[src/hdl/crl_pkg.sv]
// shared types and constants of the clipped line rasteriser
package crl_pkg;

	localparam int ADDR_W  = 24;
	localparam int COLOR_W = 24;
	localparam int IDX_W   = 2;

	// outcode bits
	localparam logic [3:0] OUT_N = 4'h8;
	localparam logic [3:0] OUT_S = 4'h4;
	localparam logic [3:0] OUT_E = 4'h2;
	localparam logic [3:0] OUT_W = 4'h1;

	localparam logic FUNC_START = 1'b0;
	localparam logic FUNC_TICK  = 1'b1;

	localparam logic [1:0] ST_NONE   = 2'd0;
	localparam logic [1:0] ST_PIXEL  = 2'd1;
	localparam logic [1:0] ST_ACCEPT = 2'd2;
	localparam logic [1:0] ST_REJECT = 2'd3;

	localparam logic [IDX_W-1:0] REG_WIDTH  = 2'd0;
	localparam logic [IDX_W-1:0] REG_HEIGHT = 2'd1;

	typedef enum logic [3:0] {
		S_IDLE,
		S_START,
		S_PT,
		S_MUL,
		S_DIVGO,
		S_DIV,
		S_APPLY,
		S_NEXT,
		S_FINAL,
		S_SETUP,
		S_REJECT
	} state_t;

endpackage

[src/hdl/crl_req_if.sv]
// request channel: start and tick words
interface crl_req_if import crl_pkg::*; #(parameter int COORD_BITS = 16) ();
	logic                         valid;
	logic                         ready;
	logic                         func;
	logic signed [COORD_BITS-1:0] start_x;
	logic signed [COORD_BITS-1:0] start_y;
	logic signed [COORD_BITS-1:0] end_x;
	logic signed [COORD_BITS-1:0] end_y;
	logic [COLOR_W-1:0]           draw_color;

	modport source (output valid, func, start_x, start_y, end_x, end_y, draw_color,
		input ready);
	modport sink (input valid, func, start_x, start_y, end_x, end_y, draw_color,
		output ready);
endinterface

[src/hdl/crl_rsp_if.sv]
// response channel: status and pixel words
interface crl_rsp_if import crl_pkg::*; #(parameter int SCREEN_BITS = 12) ();
	logic                   valid;
	logic                   ready;
	logic [1:0]             status;
	logic [SCREEN_BITS-1:0] pixel_x;
	logic [SCREEN_BITS-1:0] pixel_y;
	logic [ADDR_W-1:0]      pixel_addr;
	logic [COLOR_W-1:0]     pixel_color;
	logic                   last_pixel;

	modport source (output valid, status, pixel_x, pixel_y, pixel_addr, pixel_color,
		last_pixel, input ready);
	modport sink (input valid, status, pixel_x, pixel_y, pixel_addr, pixel_color,
		last_pixel, output ready);
endinterface

[src/hdl/crl_div.sv]
// unsigned restoring divider, one quotient bit per cycle
module crl_div #(
	parameter int NUM_W = 38,
	parameter int DEN_W = 19
) (
	input  logic             clk,
	input  logic             arst_n,
	input  logic             start,
	input  logic [NUM_W-1:0] num,
	input  logic [DEN_W-1:0] den,
	output logic             done,
	output logic [NUM_W-1:0] quo
);
	localparam int CNT_W = $clog2(NUM_W + 1);

	logic [DEN_W-1:0] rem_q;
	logic [NUM_W-1:0] quo_q;
	logic [DEN_W-1:0] den_q;
	logic [CNT_W-1:0] cnt_q;
	logic             busy_q;
	logic             done_q;
	logic [DEN_W:0]   shifted;
	logic             fits;

	assign shifted = {rem_q, quo_q[NUM_W-1]};
	assign fits    = shifted >= {1'b0, den_q};

	always_ff @(posedge clk or negedge arst_n) begin
		if (!arst_n) begin
			busy_q <= 1'b0;
			done_q <= 1'b0;
			cnt_q  <= '0;
		end else begin
			done_q <= 1'b0;
			if (start) begin
				busy_q <= 1'b1;
				cnt_q  <= CNT_W'(NUM_W);
			end else if (busy_q) begin
				cnt_q <= cnt_q - 1'b1;
				if (cnt_q == CNT_W'(1)) begin
					busy_q <= 1'b0;
					done_q <= 1'b1;
				end
			end
		end
	end

	always_ff @(posedge clk) begin
		if (start) begin
			rem_q <= '0;
			quo_q <= num;
			den_q <= den;
		end else if (busy_q) begin
			rem_q <= fits ? DEN_W'(shifted - {1'b0, den_q}) : shifted[DEN_W-1:0];
			quo_q <= {quo_q[NUM_W-2:0], fits};
		end
	end

	assign done = done_q;
	assign quo  = quo_q;
endmodule

[src/hdl/clipped_line_rasterizer_top.sv]
// clipped line rasteriser: outcode clip, iterative intersection, bresenham stepping
//
// req carries start words (func 0: two signed endpoints and a colour) and tick
// words (func 1). rsp returns exactly one word per request word.
// A start word is answered with status accepted or rejected. Each clipped
// endpoint needs one or two passes through the shared multiplier and the
// bit-serial divider, whose divisor is XW bits wide (XW is the working
// coordinate width, 18 bits at the default sizes).
// A tick word is answered in the cycle after acceptance with the next pixel
// (x, y, row*width+column address, colour, last flag) or status none when no
// line is active; ticks are taken every cycle while rsp keeps up.
// The result sits in an output register; req stays ready for a tick while that
// word waits only if rsp takes it in the same cycle.
// Screen width and height are to be written on the wr_* port while idle; the
// block does not enforce this. Reset gives 640 by 480 and no active line.
module clipped_line_rasterizer_top import crl_pkg::*; #(
	parameter int COORD_BITS  = 16,
	parameter int SCREEN_BITS = 12
) (
	input  logic                 clk,
	input  logic                 arst_n,
	crl_req_if.sink              req,
	crl_rsp_if.source            rsp,
	input  logic                 wr_en,
	input  logic [IDX_W-1:0]     wr_index,
	input  logic [SCREEN_BITS:0] wr_data
);
	localparam int S  = SCREEN_BITS;
	localparam int SW = SCREEN_BITS + 1;
	localparam int EW = ((COORD_BITS > SCREEN_BITS + 2) ? COORD_BITS : SCREEN_BITS + 2) + 1;
	localparam int XW = EW + 1;
	localparam int PW = 2 * XW;
	localparam int EB = SCREEN_BITS + 2;
	localparam int AW = 2 * SCREEN_BITS + 2;

	typedef logic signed [XW-1:0] crd_t;

	function automatic logic [3:0] outcode(input crd_t x, input crd_t y,
		input crd_t mxv, input crd_t myv);
		logic [3:0] c;
		c = '0;
		if (y < 0) c = c | OUT_N;
		else if (y > myv) c = c | OUT_S;
		if (x < 0) c = c | OUT_W;
		else if (x > mxv) c = c | OUT_E;
		return c;
	endfunction

	// configuration
	logic [SW-1:0] width_q, height_q;
	logic [SW-1:0] eff_w, eff_h;
	crd_t          mx, my;

	always_ff @(posedge clk or negedge arst_n) begin
		if (!arst_n) begin
			width_q  <= SW'(640);
			height_q <= SW'(480);
		end else if (wr_en) begin
			unique case (wr_index)
				REG_WIDTH:  width_q  <= wr_data;
				REG_HEIGHT: height_q <= wr_data;
				default: ;
			endcase
		end
	end

	assign eff_w = width_q[S]  ? {1'b1, {S{1'b0}}} : width_q;
	assign eff_h = height_q[S] ? {1'b1, {S{1'b0}}} : height_q;
	assign mx    = $signed(XW'(eff_w)) - crd_t'(1);
	assign my    = $signed(XW'(eff_h)) - crd_t'(1);

	// sequencer and clip datapath
	state_t state_q, state_d;
	crd_t   ox1_q, oy1_q, ox2_q, oy2_q;
	crd_t   cx1_q, cy1_q, cx2_q, cy2_q;
	logic [3:0] code1_q, code2_q;
	logic   pt_q, vert_q;
	logic [COLOR_W-1:0] color_q;
	logic signed [PW-1:0] prod_q;
	crd_t   den_q, base_q, edge_q, qv_q;

	// bresenham state
	logic          line_active_q;
	logic [S-1:0]  cur_x_q, cur_y_q;
	logic signed [EB-1:0] err_q;
	logic [SW-1:0] remain_q;
	logic [S-1:0]  dmaj_q, dmin_q;
	logic          xneg_q, yneg_q, xmaj_q;

	// output register
	logic          out_valid_q;
	logic [1:0]    o_status_q;
	logic [S-1:0]  o_x_q, o_y_q;
	logic [ADDR_W-1:0]  o_addr_q;
	logic [COLOR_W-1:0] o_color_q;
	logic          o_last_q;
	logic          out_free;
	logic          accept;

	assign out_free  = !out_valid_q || rsp.ready;
	assign req.ready = (state_q == S_IDLE) && out_free;
	assign accept    = req.valid && req.ready;

	crd_t in_x1, in_y1, in_x2, in_y2;
	assign in_x1 = XW'(req.start_x);
	assign in_y1 = XW'(req.start_y);
	assign in_x2 = XW'(req.end_x);
	assign in_y2 = XW'(req.end_y);

	// operands of the current intersection
	logic [3:0] pcode;
	crd_t px, py, qx, qy, edge_v, num_a, num_b, den_v, base_v;
	logic signed [PW-1:0] prod_v;

	assign pcode  = pt_q ? code2_q : code1_q;
	assign px     = pt_q ? ox2_q : ox1_q;
	assign py     = pt_q ? oy2_q : oy1_q;
	assign qx     = pt_q ? ox1_q : ox2_q;
	assign qy     = pt_q ? oy1_q : oy2_q;
	assign edge_v = vert_q ? (((pcode & OUT_W) != '0) ? crd_t'(0) : mx)
	                       : (((pcode & OUT_N) != '0) ? crd_t'(0) : my);
	assign num_a  = edge_v - (vert_q ? px : py);
	assign num_b  = vert_q ? (qy - py) : (qx - px);
	assign den_v  = vert_q ? (qx - px) : (qy - py);
	assign base_v = vert_q ? py : px;
	assign prod_v = PW'(num_a) * PW'(num_b);

	// divider
	logic            div_start, div_done;
	logic [PW-1:0]   div_quo, prod_mag;
	logic [XW-1:0]   den_mag;
	logic            q_neg;
	crd_t            q_signed;

	assign prod_mag  = prod_q[PW-1] ? PW'(-prod_q) : PW'(prod_q);
	assign den_mag   = den_q[XW-1] ? XW'(-den_q) : XW'(den_q);
	assign q_neg     = prod_q[PW-1] ^ den_q[XW-1];
	assign div_start = (state_q == S_DIVGO) && (den_q != '0);
	assign q_signed  = q_neg ? -$signed(div_quo[XW-1:0]) : $signed(div_quo[XW-1:0]);

	crl_div #(.NUM_W(PW), .DEN_W(XW)) u_div (
		.clk    (clk),
		.arst_n (arst_n),
		.start  (div_start),
		.num    (prod_mag),
		.den    (den_mag),
		.done   (div_done),
		.quo    (div_quo)
	);

	crd_t res_v;
	logic res_out;
	assign res_v   = base_q + qv_q;
	assign res_out = (res_v < 0) || (res_v > mx);

	logic clipped_ok;
	assign clipped_ok = (cx1_q >= 0) && (cx1_q <= mx) && (cy1_q >= 0) && (cy1_q <= my) &&
	                    (cx2_q >= 0) && (cx2_q <= mx) && (cy2_q >= 0) && (cy2_q <= my);

	// line setup
	crd_t dx_v, dy_v, adx_v, ady_v;
	logic [S-1:0] adx_s, ady_s, smaj, smin;
	logic         sxmaj;
	assign dx_v  = cx2_q - cx1_q;
	assign dy_v  = cy2_q - cy1_q;
	assign adx_v = dx_v[XW-1] ? -dx_v : dx_v;
	assign ady_v = dy_v[XW-1] ? -dy_v : dy_v;
	assign adx_s = adx_v[S-1:0];
	assign ady_s = ady_v[S-1:0];
	assign sxmaj = adx_s > ady_s;
	assign smaj  = sxmaj ? adx_s : ady_s;
	assign smin  = sxmaj ? ady_s : adx_s;

	// tick datapath
	logic [AW-1:0]        addr_full;
	logic signed [EB-1:0] err_n;
	logic                 err_pos;
	logic [S-1:0]         x_inc, y_inc;
	assign addr_full = AW'(cur_y_q) * AW'(eff_w) + AW'(cur_x_q);
	assign err_pos   = !err_q[EB-1];
	assign err_n     = err_q - (err_pos ? $signed({1'b0, dmaj_q, 1'b0}) : EB'(0))
	                   + $signed({1'b0, dmin_q, 1'b0});
	assign x_inc     = xneg_q ? cur_x_q - 1'b1 : cur_x_q + 1'b1;
	assign y_inc     = yneg_q ? cur_y_q - 1'b1 : cur_y_q + 1'b1;

	always_comb begin
		state_d = state_q;
		unique case (state_q)
			S_IDLE:   if (accept && req.func == FUNC_START) state_d = S_START;
			S_START: begin
				if ((code1_q & code2_q) != '0) state_d = S_REJECT;
				else if (code1_q == '0 && code2_q == '0) state_d = S_SETUP;
				else state_d = S_PT;
			end
			S_PT:     state_d = (pcode == '0) ? S_NEXT : S_MUL;
			S_MUL:    state_d = S_DIVGO;
			S_DIVGO:  state_d = (den_q == '0) ? S_APPLY : S_DIV;
			S_DIV:    if (div_done) state_d = S_APPLY;
			S_APPLY: begin
				if (!vert_q && ((pcode & (OUT_E | OUT_W)) != '0) && res_out) state_d = S_MUL;
				else state_d = S_NEXT;
			end
			S_NEXT:   state_d = pt_q ? S_FINAL : S_PT;
			S_FINAL:  state_d = clipped_ok ? S_SETUP : S_REJECT;
			S_SETUP:  if (out_free) state_d = S_IDLE;
			S_REJECT: if (out_free) state_d = S_IDLE;
			default:  state_d = S_IDLE;
		endcase
	end

	always_ff @(posedge clk or negedge arst_n) begin
		if (!arst_n) state_q <= S_IDLE;
		else state_q <= state_d;
	end

	// clip registers
	always_ff @(posedge clk) begin
		unique case (state_q)
			S_IDLE: begin
				if (accept && req.func == FUNC_START) begin
					ox1_q   <= in_x1;
					oy1_q   <= in_y1;
					ox2_q   <= in_x2;
					oy2_q   <= in_y2;
					cx1_q   <= in_x1;
					cy1_q   <= in_y1;
					cx2_q   <= in_x2;
					cy2_q   <= in_y2;
					code1_q <= outcode(in_x1, in_y1, mx, my);
					code2_q <= outcode(in_x2, in_y2, mx, my);
					color_q <= req.draw_color;
					pt_q    <= 1'b0;
				end
			end
			S_PT: vert_q <= ((pcode & (OUT_N | OUT_S)) == '0);
			S_MUL: begin
				prod_q <= prod_v;
				den_q  <= den_v;
				base_q <= base_v;
				edge_q <= edge_v;
			end
			S_DIVGO: if (den_q == '0) qv_q <= '0;
			S_DIV:   if (div_done) qv_q <= q_signed;
			S_APPLY: begin
				if (!vert_q && ((pcode & (OUT_E | OUT_W)) != '0) && res_out) begin
					// corner point missed the horizontal edge: try the vertical one
					vert_q <= 1'b1;
				end else if (pt_q) begin
					cx2_q <= vert_q ? edge_q : res_v;
					cy2_q <= vert_q ? res_v : edge_q;
				end else begin
					cx1_q <= vert_q ? edge_q : res_v;
					cy1_q <= vert_q ? res_v : edge_q;
				end
			end
			S_NEXT: pt_q <= 1'b1;
			default: ;
		endcase
	end

	// line state and output word
	always_ff @(posedge clk or negedge arst_n) begin
		if (!arst_n) begin
			line_active_q <= 1'b0;
			cur_x_q       <= '0;
			cur_y_q       <= '0;
			err_q         <= '0;
			remain_q      <= '0;
			dmaj_q        <= '0;
			dmin_q        <= '0;
			xneg_q        <= 1'b0;
			yneg_q        <= 1'b0;
			xmaj_q        <= 1'b0;
			out_valid_q   <= 1'b0;
		end else begin
			if ((accept && req.func == FUNC_TICK) ||
				((state_q == S_REJECT || state_q == S_SETUP) && out_free))
				out_valid_q <= 1'b1;
			else if (rsp.ready)
				out_valid_q <= 1'b0;
			if (accept && req.func == FUNC_START) line_active_q <= 1'b0;
			if (accept && req.func == FUNC_TICK) begin
				if (line_active_q) begin
					if (remain_q == '0) begin
						line_active_q <= 1'b0;
					end else begin
						remain_q <= remain_q - 1'b1;
						err_q    <= err_n;
						if (xmaj_q) begin
							cur_x_q <= x_inc;
							if (err_pos) cur_y_q <= y_inc;
						end else begin
							cur_y_q <= y_inc;
							if (err_pos) cur_x_q <= x_inc;
						end
					end
				end
			end
			if (state_q == S_SETUP && out_free) begin
				line_active_q <= 1'b1;
				xneg_q        <= dx_v[XW-1];
				yneg_q        <= dy_v[XW-1];
				xmaj_q        <= sxmaj;
				dmaj_q        <= smaj;
				dmin_q        <= smin;
				err_q         <= $signed({1'b0, smin, 1'b0}) - $signed({2'b00, smaj});
				remain_q      <= {1'b0, smaj};
				cur_x_q       <= cx1_q[S-1:0];
				cur_y_q       <= cy1_q[S-1:0];
			end
		end
	end

	always_ff @(posedge clk) begin
		if (accept && req.func == FUNC_TICK) begin
			o_status_q <= line_active_q ? ST_PIXEL : ST_NONE;
			o_x_q      <= line_active_q ? cur_x_q : '0;
			o_y_q      <= line_active_q ? cur_y_q : '0;
			o_addr_q   <= line_active_q ? ADDR_W'(addr_full) : '0;
			o_color_q  <= line_active_q ? color_q : '0;
			o_last_q   <= line_active_q && (remain_q == '0);
		end else if ((state_q == S_REJECT || state_q == S_SETUP) && out_free) begin
			o_status_q <= (state_q == S_SETUP) ? ST_ACCEPT : ST_REJECT;
			o_x_q      <= '0;
			o_y_q      <= '0;
			o_addr_q   <= '0;
			o_color_q  <= '0;
			o_last_q   <= 1'b0;
		end
	end

	// line colour is only shown on pixels
	logic [COLOR_W-1:0] line_color_q;
	always_ff @(posedge clk or negedge arst_n) begin
		if (!arst_n) line_color_q <= '0;
		else if (state_q == S_SETUP && out_free) line_color_q <= color_q;
	end

	assign rsp.valid       = out_valid_q;
	assign rsp.status      = o_status_q;
	assign rsp.pixel_x     = o_x_q;
	assign rsp.pixel_y     = o_y_q;
	assign rsp.pixel_addr  = o_addr_q;
	assign rsp.pixel_color = (o_status_q == ST_PIXEL) ? line_color_q : o_color_q;
	assign rsp.last_pixel  = o_last_q;

	a_start_clears: assert property (@(posedge clk) disable iff (!arst_n)
		(accept && req.func == FUNC_START) |=> !line_active_q)
		else $error("start word left a line active");

	a_div_in_wait: assert property (@(posedge clk) disable iff (!arst_n)
		div_done |-> (state_q == S_DIV))
		else $error("divider finished outside its wait state");

	a_remain_bound: assert property (@(posedge clk) disable iff (!arst_n)
		line_active_q |-> (remain_q <= {1'b0, dmaj_q}))
		else $error("pixel count above major delta");
endmodule

[src/flat_wrapper.sv]
// flat-port wrapper written by rule: the top's interface ports become plain ports
module clipped_line_rasterizer_top_flat import crl_pkg::*;
#(
	parameter int COORD_BITS  = 16,
	parameter int SCREEN_BITS = 12
)
  (clk, arst_n, wr_en, wr_index, wr_data, req_valid, req_func, req_start_x, req_start_y, req_end_x, req_end_y, req_draw_color, req_ready, rsp_valid, rsp_status, rsp_pixel_x, rsp_pixel_y, rsp_pixel_addr, rsp_pixel_color, rsp_last_pixel, rsp_ready);
  crl_req_if #(.COORD_BITS(COORD_BITS)) req_i ();
  crl_rsp_if #(.SCREEN_BITS(SCREEN_BITS)) rsp_i ();
  input  logic clk;
  input  logic arst_n;
  input  logic wr_en;
  input  logic [IDX_W-1:0] wr_index;
  input  logic [SCREEN_BITS:0] wr_data;
  input wire logic [$bits(req_i.valid)-1:0] req_valid;
  input wire logic [$bits(req_i.func)-1:0] req_func;
  input wire logic [$bits(req_i.start_x)-1:0] req_start_x;
  input wire logic [$bits(req_i.start_y)-1:0] req_start_y;
  input wire logic [$bits(req_i.end_x)-1:0] req_end_x;
  input wire logic [$bits(req_i.end_y)-1:0] req_end_y;
  input wire logic [$bits(req_i.draw_color)-1:0] req_draw_color;
  output wire logic [$bits(req_i.ready)-1:0] req_ready;
  output wire logic [$bits(rsp_i.valid)-1:0] rsp_valid;
  output wire logic [$bits(rsp_i.status)-1:0] rsp_status;
  output wire logic [$bits(rsp_i.pixel_x)-1:0] rsp_pixel_x;
  output wire logic [$bits(rsp_i.pixel_y)-1:0] rsp_pixel_y;
  output wire logic [$bits(rsp_i.pixel_addr)-1:0] rsp_pixel_addr;
  output wire logic [$bits(rsp_i.pixel_color)-1:0] rsp_pixel_color;
  output wire logic [$bits(rsp_i.last_pixel)-1:0] rsp_last_pixel;
  input wire logic [$bits(rsp_i.ready)-1:0] rsp_ready;
  assign req_i.valid = req_valid;
  assign req_i.func = req_func;
  assign req_i.start_x = req_start_x;
  assign req_i.start_y = req_start_y;
  assign req_i.end_x = req_end_x;
  assign req_i.end_y = req_end_y;
  assign req_i.draw_color = req_draw_color;
  assign req_ready = req_i.ready;
  assign rsp_valid = rsp_i.valid;
  assign rsp_status = rsp_i.status;
  assign rsp_pixel_x = rsp_i.pixel_x;
  assign rsp_pixel_y = rsp_i.pixel_y;
  assign rsp_pixel_addr = rsp_i.pixel_addr;
  assign rsp_pixel_color = rsp_i.pixel_color;
  assign rsp_last_pixel = rsp_i.last_pixel;
  assign rsp_i.ready = rsp_ready;
  clipped_line_rasterizer_top #(.COORD_BITS(COORD_BITS), .SCREEN_BITS(SCREEN_BITS)) u_core (.clk(clk), .arst_n(arst_n), .req(req_i), .rsp(rsp_i), .wr_en(wr_en), .wr_index(wr_index), .wr_data(wr_data));
endmodule
[config.mk]
export PLATFORM = sky130hd
export DESIGN_NAME = clipped_line_rasterizer_top_flat
export DESIGN_NICKNAME = d
export VERILOG_FILES = /design/src/hdl/crl_pkg.sv /design/src/hdl/crl_req_if.sv /design/src/hdl/crl_rsp_if.sv /design/src/hdl/crl_div.sv /design/src/hdl/clipped_line_rasterizer_top.sv /design/src/flat_wrapper.sv
export SDC_FILE = /design/constraint.sdc
export NUM_CORES = 2
export LEC_CHECK = 0
export BUFFER_PORTS_ARGS = -buffer_cell sky130_fd_sc_hd__buf_2
export CAP_MARGIN = 20
export CORE_ASPECT_RATIO = 2
export CORE_UTILIZATION = 50
export DETAILED_ROUTE_END_ITERATION = 8
export GPL_TIMING_DRIVEN = 1
export PLACE_DENSITY = 0.66
export SETUP_SLACK_MARGIN = 0.2
export SYNTH_ARGS = -nofsm -noshare
export SYNTH_HDL_FRONTEND = slang
export SYNTH_SLANG_ARGS = --single-unit
export TNS_END_PERCENT = 50
[constraint.sdc]
create_clock -name clk -period 14.2 [get_ports clk]
set_input_delay 2.13 -clock clk [delete_from_list [all_inputs] [get_ports clk]]
set_output_delay 2.13 -clock clk [all_outputs]
set_load 0.05 [all_outputs]
# Yosys cells after proc, flatten, opt, wreduce, memory -nomap -nowiden
# Index checks and enable logic that the tools add are counted.
# classes
add_sub_neg	24
n_reduce_logical	57
magnitude_cmp	20
n_mul	2
n_eq_ne	24
n_mux	123
bitwise	3
# ops
operator	n
$mux 18	29
$mux 12	23
$pmux 18 s2	5
$mux 24	6
$mux 36	3
$sub 18x18->18	6
$mux 13	7
$ge 18x1->1 const B	4
$le 18x14->1	4
$gt 16x14->1	4
$lt 16x1->1 const B	4
$mux 14	4
$pmux 4 s10	1
$mul 18x18->36	1
$mux 4	9
$neg 18->18	2
$neg 36->36	1
$sub 13x1->14 const B	2
$add 12x1->12 const B	2
$add 24x12->24	1
$mul 12x13->24	1
$neg 12->12	2
$sub 12x1->12 const B	2
$logic_not 4->1	5
other kinds (41)	125
# totals
input_bits	109
ff_bits	567
output_inout_bits	77

# Logic depth before layout (Yosys ltp)
# logic_depth
ltp_word	12
depth_mapped	42
mapped_depth_nobuf	40

# By module
# From an unflattened synthesis, not the netlist that was laid out.
# hier_totals
cells_unflattened	5477
hier_area_um2	53296.1
# by_module_without_submodules
mod	seq_area_each_um2	n_inst	cells_per_inst	area_per_inst_um2
clipped_line_rasterizer_top	13695.6	1	5118	49115.9
crl_div	2182.1	1	359	4180.3

# Worst setup path after synthesis
# No wires, ideal clock.
# synth_timing
path_kind	register -> register
start	reg u_core.width_q[12]
end	reg u_core.prod_q[32] (data pin)
n_path_buf	4
t_required_ns	13.934
slack_ns	4.138
stages_incl_launch_ff	43
t_arrival_ns	9.796
setup_time_ns	0.266
path_cell_list	dfrtp_1 -> clkbuf_1 -> nor2b_1 -> clkbuf_1 -> or4_1 -> or3_1 -> nor2_1 -> nor2_1 -> o22ai_1 -> ha_1 -> clkbuf_1 -> a21oi_1 -> a21boi_0 -> o41a_1 -> o311ai_1 -> nand2b_1 -> a21o_1 -> xnor2_1 -> (+7 left out) -> inv_1 -> fa_1 -> inv_1 -> fa_1 -> inv_1 -> fa_1 -> inv_1 -> ha_1 -> and3_1 -> o211a_1 -> a221oi_1 -> o21ai_0 -> a31oi_1 -> o21bai_1 -> a21o_1 -> a2111oi_0 -> nor3_1 -> xor2_1
# synth_via
elab_chain_len	6
# synth_rtl
item	line	text
from (decl)	clipped_line_rasterizer_top.sv:50	logic [SW-1:0] width_q, height_q;
from (signal assigned)	clipped_line_rasterizer_top.sv:60	REG_WIDTH: width_q <= wr_data;
$mux 13	clipped_line_rasterizer_top.sv:67	assign eff_w = width_q[S] ? {1'b1, {S{1'b0}}} : width_q;
$sub 13x1->14	clipped_line_rasterizer_top.sv:69	assign mx = $signed(XW'(eff_w)) - crd_t'(1);
$mux 18 (2 in series)	clipped_line_rasterizer_top.sv:120	assign edge_v = vert_q ? (((pcode & OUT_W) != '0) ? crd_t'(0) : mx)
named net u_core.edge_v[8]	clipped_line_rasterizer_top.sv:112	crd_t px, py, qx, qy, edge_v, num_a, num_b, den_v, base_v;
$sub 18x18->18	clipped_line_rasterizer_top.sv:122	assign num_a = edge_v - (vert_q ? px : py);
$mul 18x18->36	clipped_line_rasterizer_top.sv:126	assign prod_v = PW'(num_a) * PW'(num_b);
named net u_core.prod_v[32]	clipped_line_rasterizer_top.sv:113	logic signed [PW-1:0] prod_v;
to (signal assigned)	clipped_line_rasterizer_top.sv:237	prod_q <= prod_v;
to (decl)	clipped_line_rasterizer_top.sv:79	logic signed [PW-1:0] prod_q;
# The timed path passes the listed nets, and every way through them passes these cells.
# A chain may end at the register's enable or synchronous reset.

# Final worst setup path
# Same ends and word-level chain as after synthesis.

==> flow_summary.toml <==
[layout]
areaGrowthSynthToFinish_pct = 8.91
nNetsFinal = 6806
drive_gt1_share_pct = 9.57
fin_area_um2 = 58400

[synthesis]
synth_edf_count = 399
synth_flop_cell = "edfxtp_1"
synth-adder-area-share_pct = 29.0
synth_area_per_cell_um2 = 9.62
synth.distinct_cells = 82
synthMuxAreaShare_pct = 4.42
ys_ff_latch = 558
syn_nets = 6654
ys_seq_area_share_pct = 29.6
synthSimpleGateAreaFrac_pct = 14.6
synth-compound-area-share_pct = 10.8
synthesis.area_um2 = 53700
async_flop_share_pct = 25.3
ys_warn_count = 0
synth_xor_area_share_pct = 4.98
synthCells = 5579
synth_top_family_by_area = "adder cells"

[sta]
tightest_slew_ns = 1.25
whs_ns = 0.455
timing.fmax_ghz = 0.0800
fin_skew_ns = 0.0522
setup_tns_ns = 0
rsz0062_at_grt = "no"
drv_slew = 0
setup_violations = 0
fin_crit_sh_pct = 88.0
maxSlewHeadroom_pct = 16.3
hold_viol = 0
min_period_ns = 12.50
setup_ws_ns = 1.70

[detailed_routing]
vias = 41400
routed_via_density = 5.79
firstDrtPassIters = 9
drtIter0Drc = 2606
wl_mm = 171
ant_nets = 0
drcViolationCount = 144
wl_per_cell_um = 23.9

[outcome]
violations = "DRC"
status = "finished with violations"

[job]
maxCapViolations = 0

[floorplan]
chipWidth_um = 234
die_area_um2 = 109000
io_pins = 186
start_util_pct = 50.6
chipHeight_um = 465
core-area_um2 = 106000
rows = 169

[critical_path]
crit_path_max_fanout = 12
worst-endpoint-arrival_ns = 12.90
startpoint_type = "flop"
crit_family = "adder cells"
crit_path_frequent_cell = "inv_1"
required_ns = 14.60
critPathMaxStageDelay_ns = 0.87
worstReg2RegStart = "u_core.width_q[12]"
cp-startpoint = "u_core.width_q[12]"
crit_buf_inv = 8
crit_type = "reg2reg"
endpoint_kind = "flop"
r2r_slack_ns = 1.70
cp_slowest_cell = "nor2b_1"

[clock_tree]
insertion_delay_ns = 0.70
postCtsSetupRepairBufs = 0
cts_tree = "built"
cts_root_buf = "clkbuf_16"
htreeDepth = 2
clockBufferDepth = 3
cts_sinks = 558
cts_buffers = 55
path_clk_slew_ns = 0.08
ctsHoldBuffers = 0
cts_resized = 0

[placed_design]
gp_congestion = 1.03
dp_worst_setup_slack_ns = 2.06
io_buffers = 185
placed_area_um2 = 56400
dp_hpwl_mm = 140

[hold_path]
min_from = "u_core.color_q[21]"
hp-class = "reg2reg"

[global_route]
antenna_found_initial = 12
grt_pass1_vias = 43900
grt_max_degree = 90
globalRouteOverflowTotal = 0
grt_pass1_wl_mm = 258
grt_usage_pct = 32.1
## worst paths after layout
check / end / depth (start not counted)
setup / recovery: u_core.prod_q[32] / 40
min in group asynchronous: u_core.u_div.cnt_q[0] / 1
hold / removal: u_core.line_color_q[21] / 2
setup reg to reg: u_core.prod_q[32] / 40
max in group asynchronous: u_core.height_q[10] / 2
hold reg to reg: u_core.line_color_q[21] / 2
## synth_stat cells, types with 116 or more instances
library cell / number / share of area, %
inv_1: 748 / 5.2
nand2_1: 652 / 4.6
ha_1: 501 / 12
fa_1: 465 / 17
nor2_1: 426 / 3.0
edfxtp_1: 399 / 22
o21ai_0: 224 / 2.1
a21oi_1: 199 / 1.9
xnor2_1: 190 / 3.1
clkbuf_1: 159 / 1.1
dfrtp_1: 135 / 6.3
mux2_2: 119 / 2.5
and2_1: 116 / 1.4
## cell families after synthesis
group | count (synthesis)
xor+xnor | 305
simple gates | 1697
mux | 222
compound gates | 900
buf+inv | 931
fa+ha+maj | 966
flops | 558
## sequential cells by signal (all words and copies together) (netlist names), 18 cells and up
register	flops
u_core.cx1_q	18
u_core.color_q	24
u_core.cx2_q	18
u_core.line_color_q	24
u_core.prod_q	36
u_core.u_div.den_q	18
u_core.u_div.rem_q	18
u_core.rsp.pixel_addr	24
u_core.cy2_q	18
u_core.qv_q	18
u_core.u_div.quo	36
u_core.o_color_q	24
u_core.den_q	18
u_core.cy1_q	18
## through the flow
| stage | utilization [%] | cells |
|---|---|---|
| after floorplan | - | 5579 |
| after global placement | 53.1 | 7037 |
| after detailed placement | 53.2 | 7039 |
| after CTS | 55.0 | 7142 |
| after global routing | 55.0 | 7146 |
| final | 55.1 | 7151 |
## final cells by class
cell class                 count  area, um^2
fill                        9588       47700
tap                         1368        1710
clock buffer                  62        1410
inverter                     749        2810
multi-input combinational   4090       34400
timing repair buffer         277        1670
clock inverter                41         524
antenna                        6        15.0
sequential                   558       15900
## worst reg2reg max path: cells and delay by family, from the launching register on
kind,cells,cell delay (ns)
AO/OA/AOI/OAI,13,3.68
flip-flops,1,0.49
buffers and inverters,8,0.98
XOR/XNOR,2,0.31
adder cells (fa/ha/maj),9,4.26
AND/OR/NAND/NOR,8,2.46
## layout by cell type, fill, tap and decap left out, types with 20 or more instances in the layout
cell type  instances
nand2b_1          80
xor2_1           114
a21o_1            97
and2_1           116
clkbuf_16         55
edfxtp_1         399
ha_1             501
a21oi_1          197
o211ai_1          25
nand4_1           47
or2_2             20
a31oi_1           20
mux2i_1          100
nor2b_1           86
o21ai_0          222
or3_1             25
and3_1            20
o31ai_1           33
nor2_1           425
o22ai_1           20
buf_2            185
buf_4             87
nand2_1          650
xnor2_1          189
dfrtp_1          135
fa_1             465
o21a_1            74
o21bai_1          21
nor3_1            89
nand3_1           53
inv_1            746
nor4_1            22
a211oi_1          51
mux2_2           119
## routing by layer
metal | wire length [um] | GRT usage, % | vias up
li1 | - | - | 19100
met1 | 52900 | 29.1 | 20300
met2 | 89900 | 58.8 | 1364
met3 | 8000 | 5.04 | 677
met4 | 20100 | 31.5 | 10
met5 | 74 | 0 | -
Power is not shown: default switching activity piles up to over one toggle a cycle in this logic, so the estimate is an artifact.
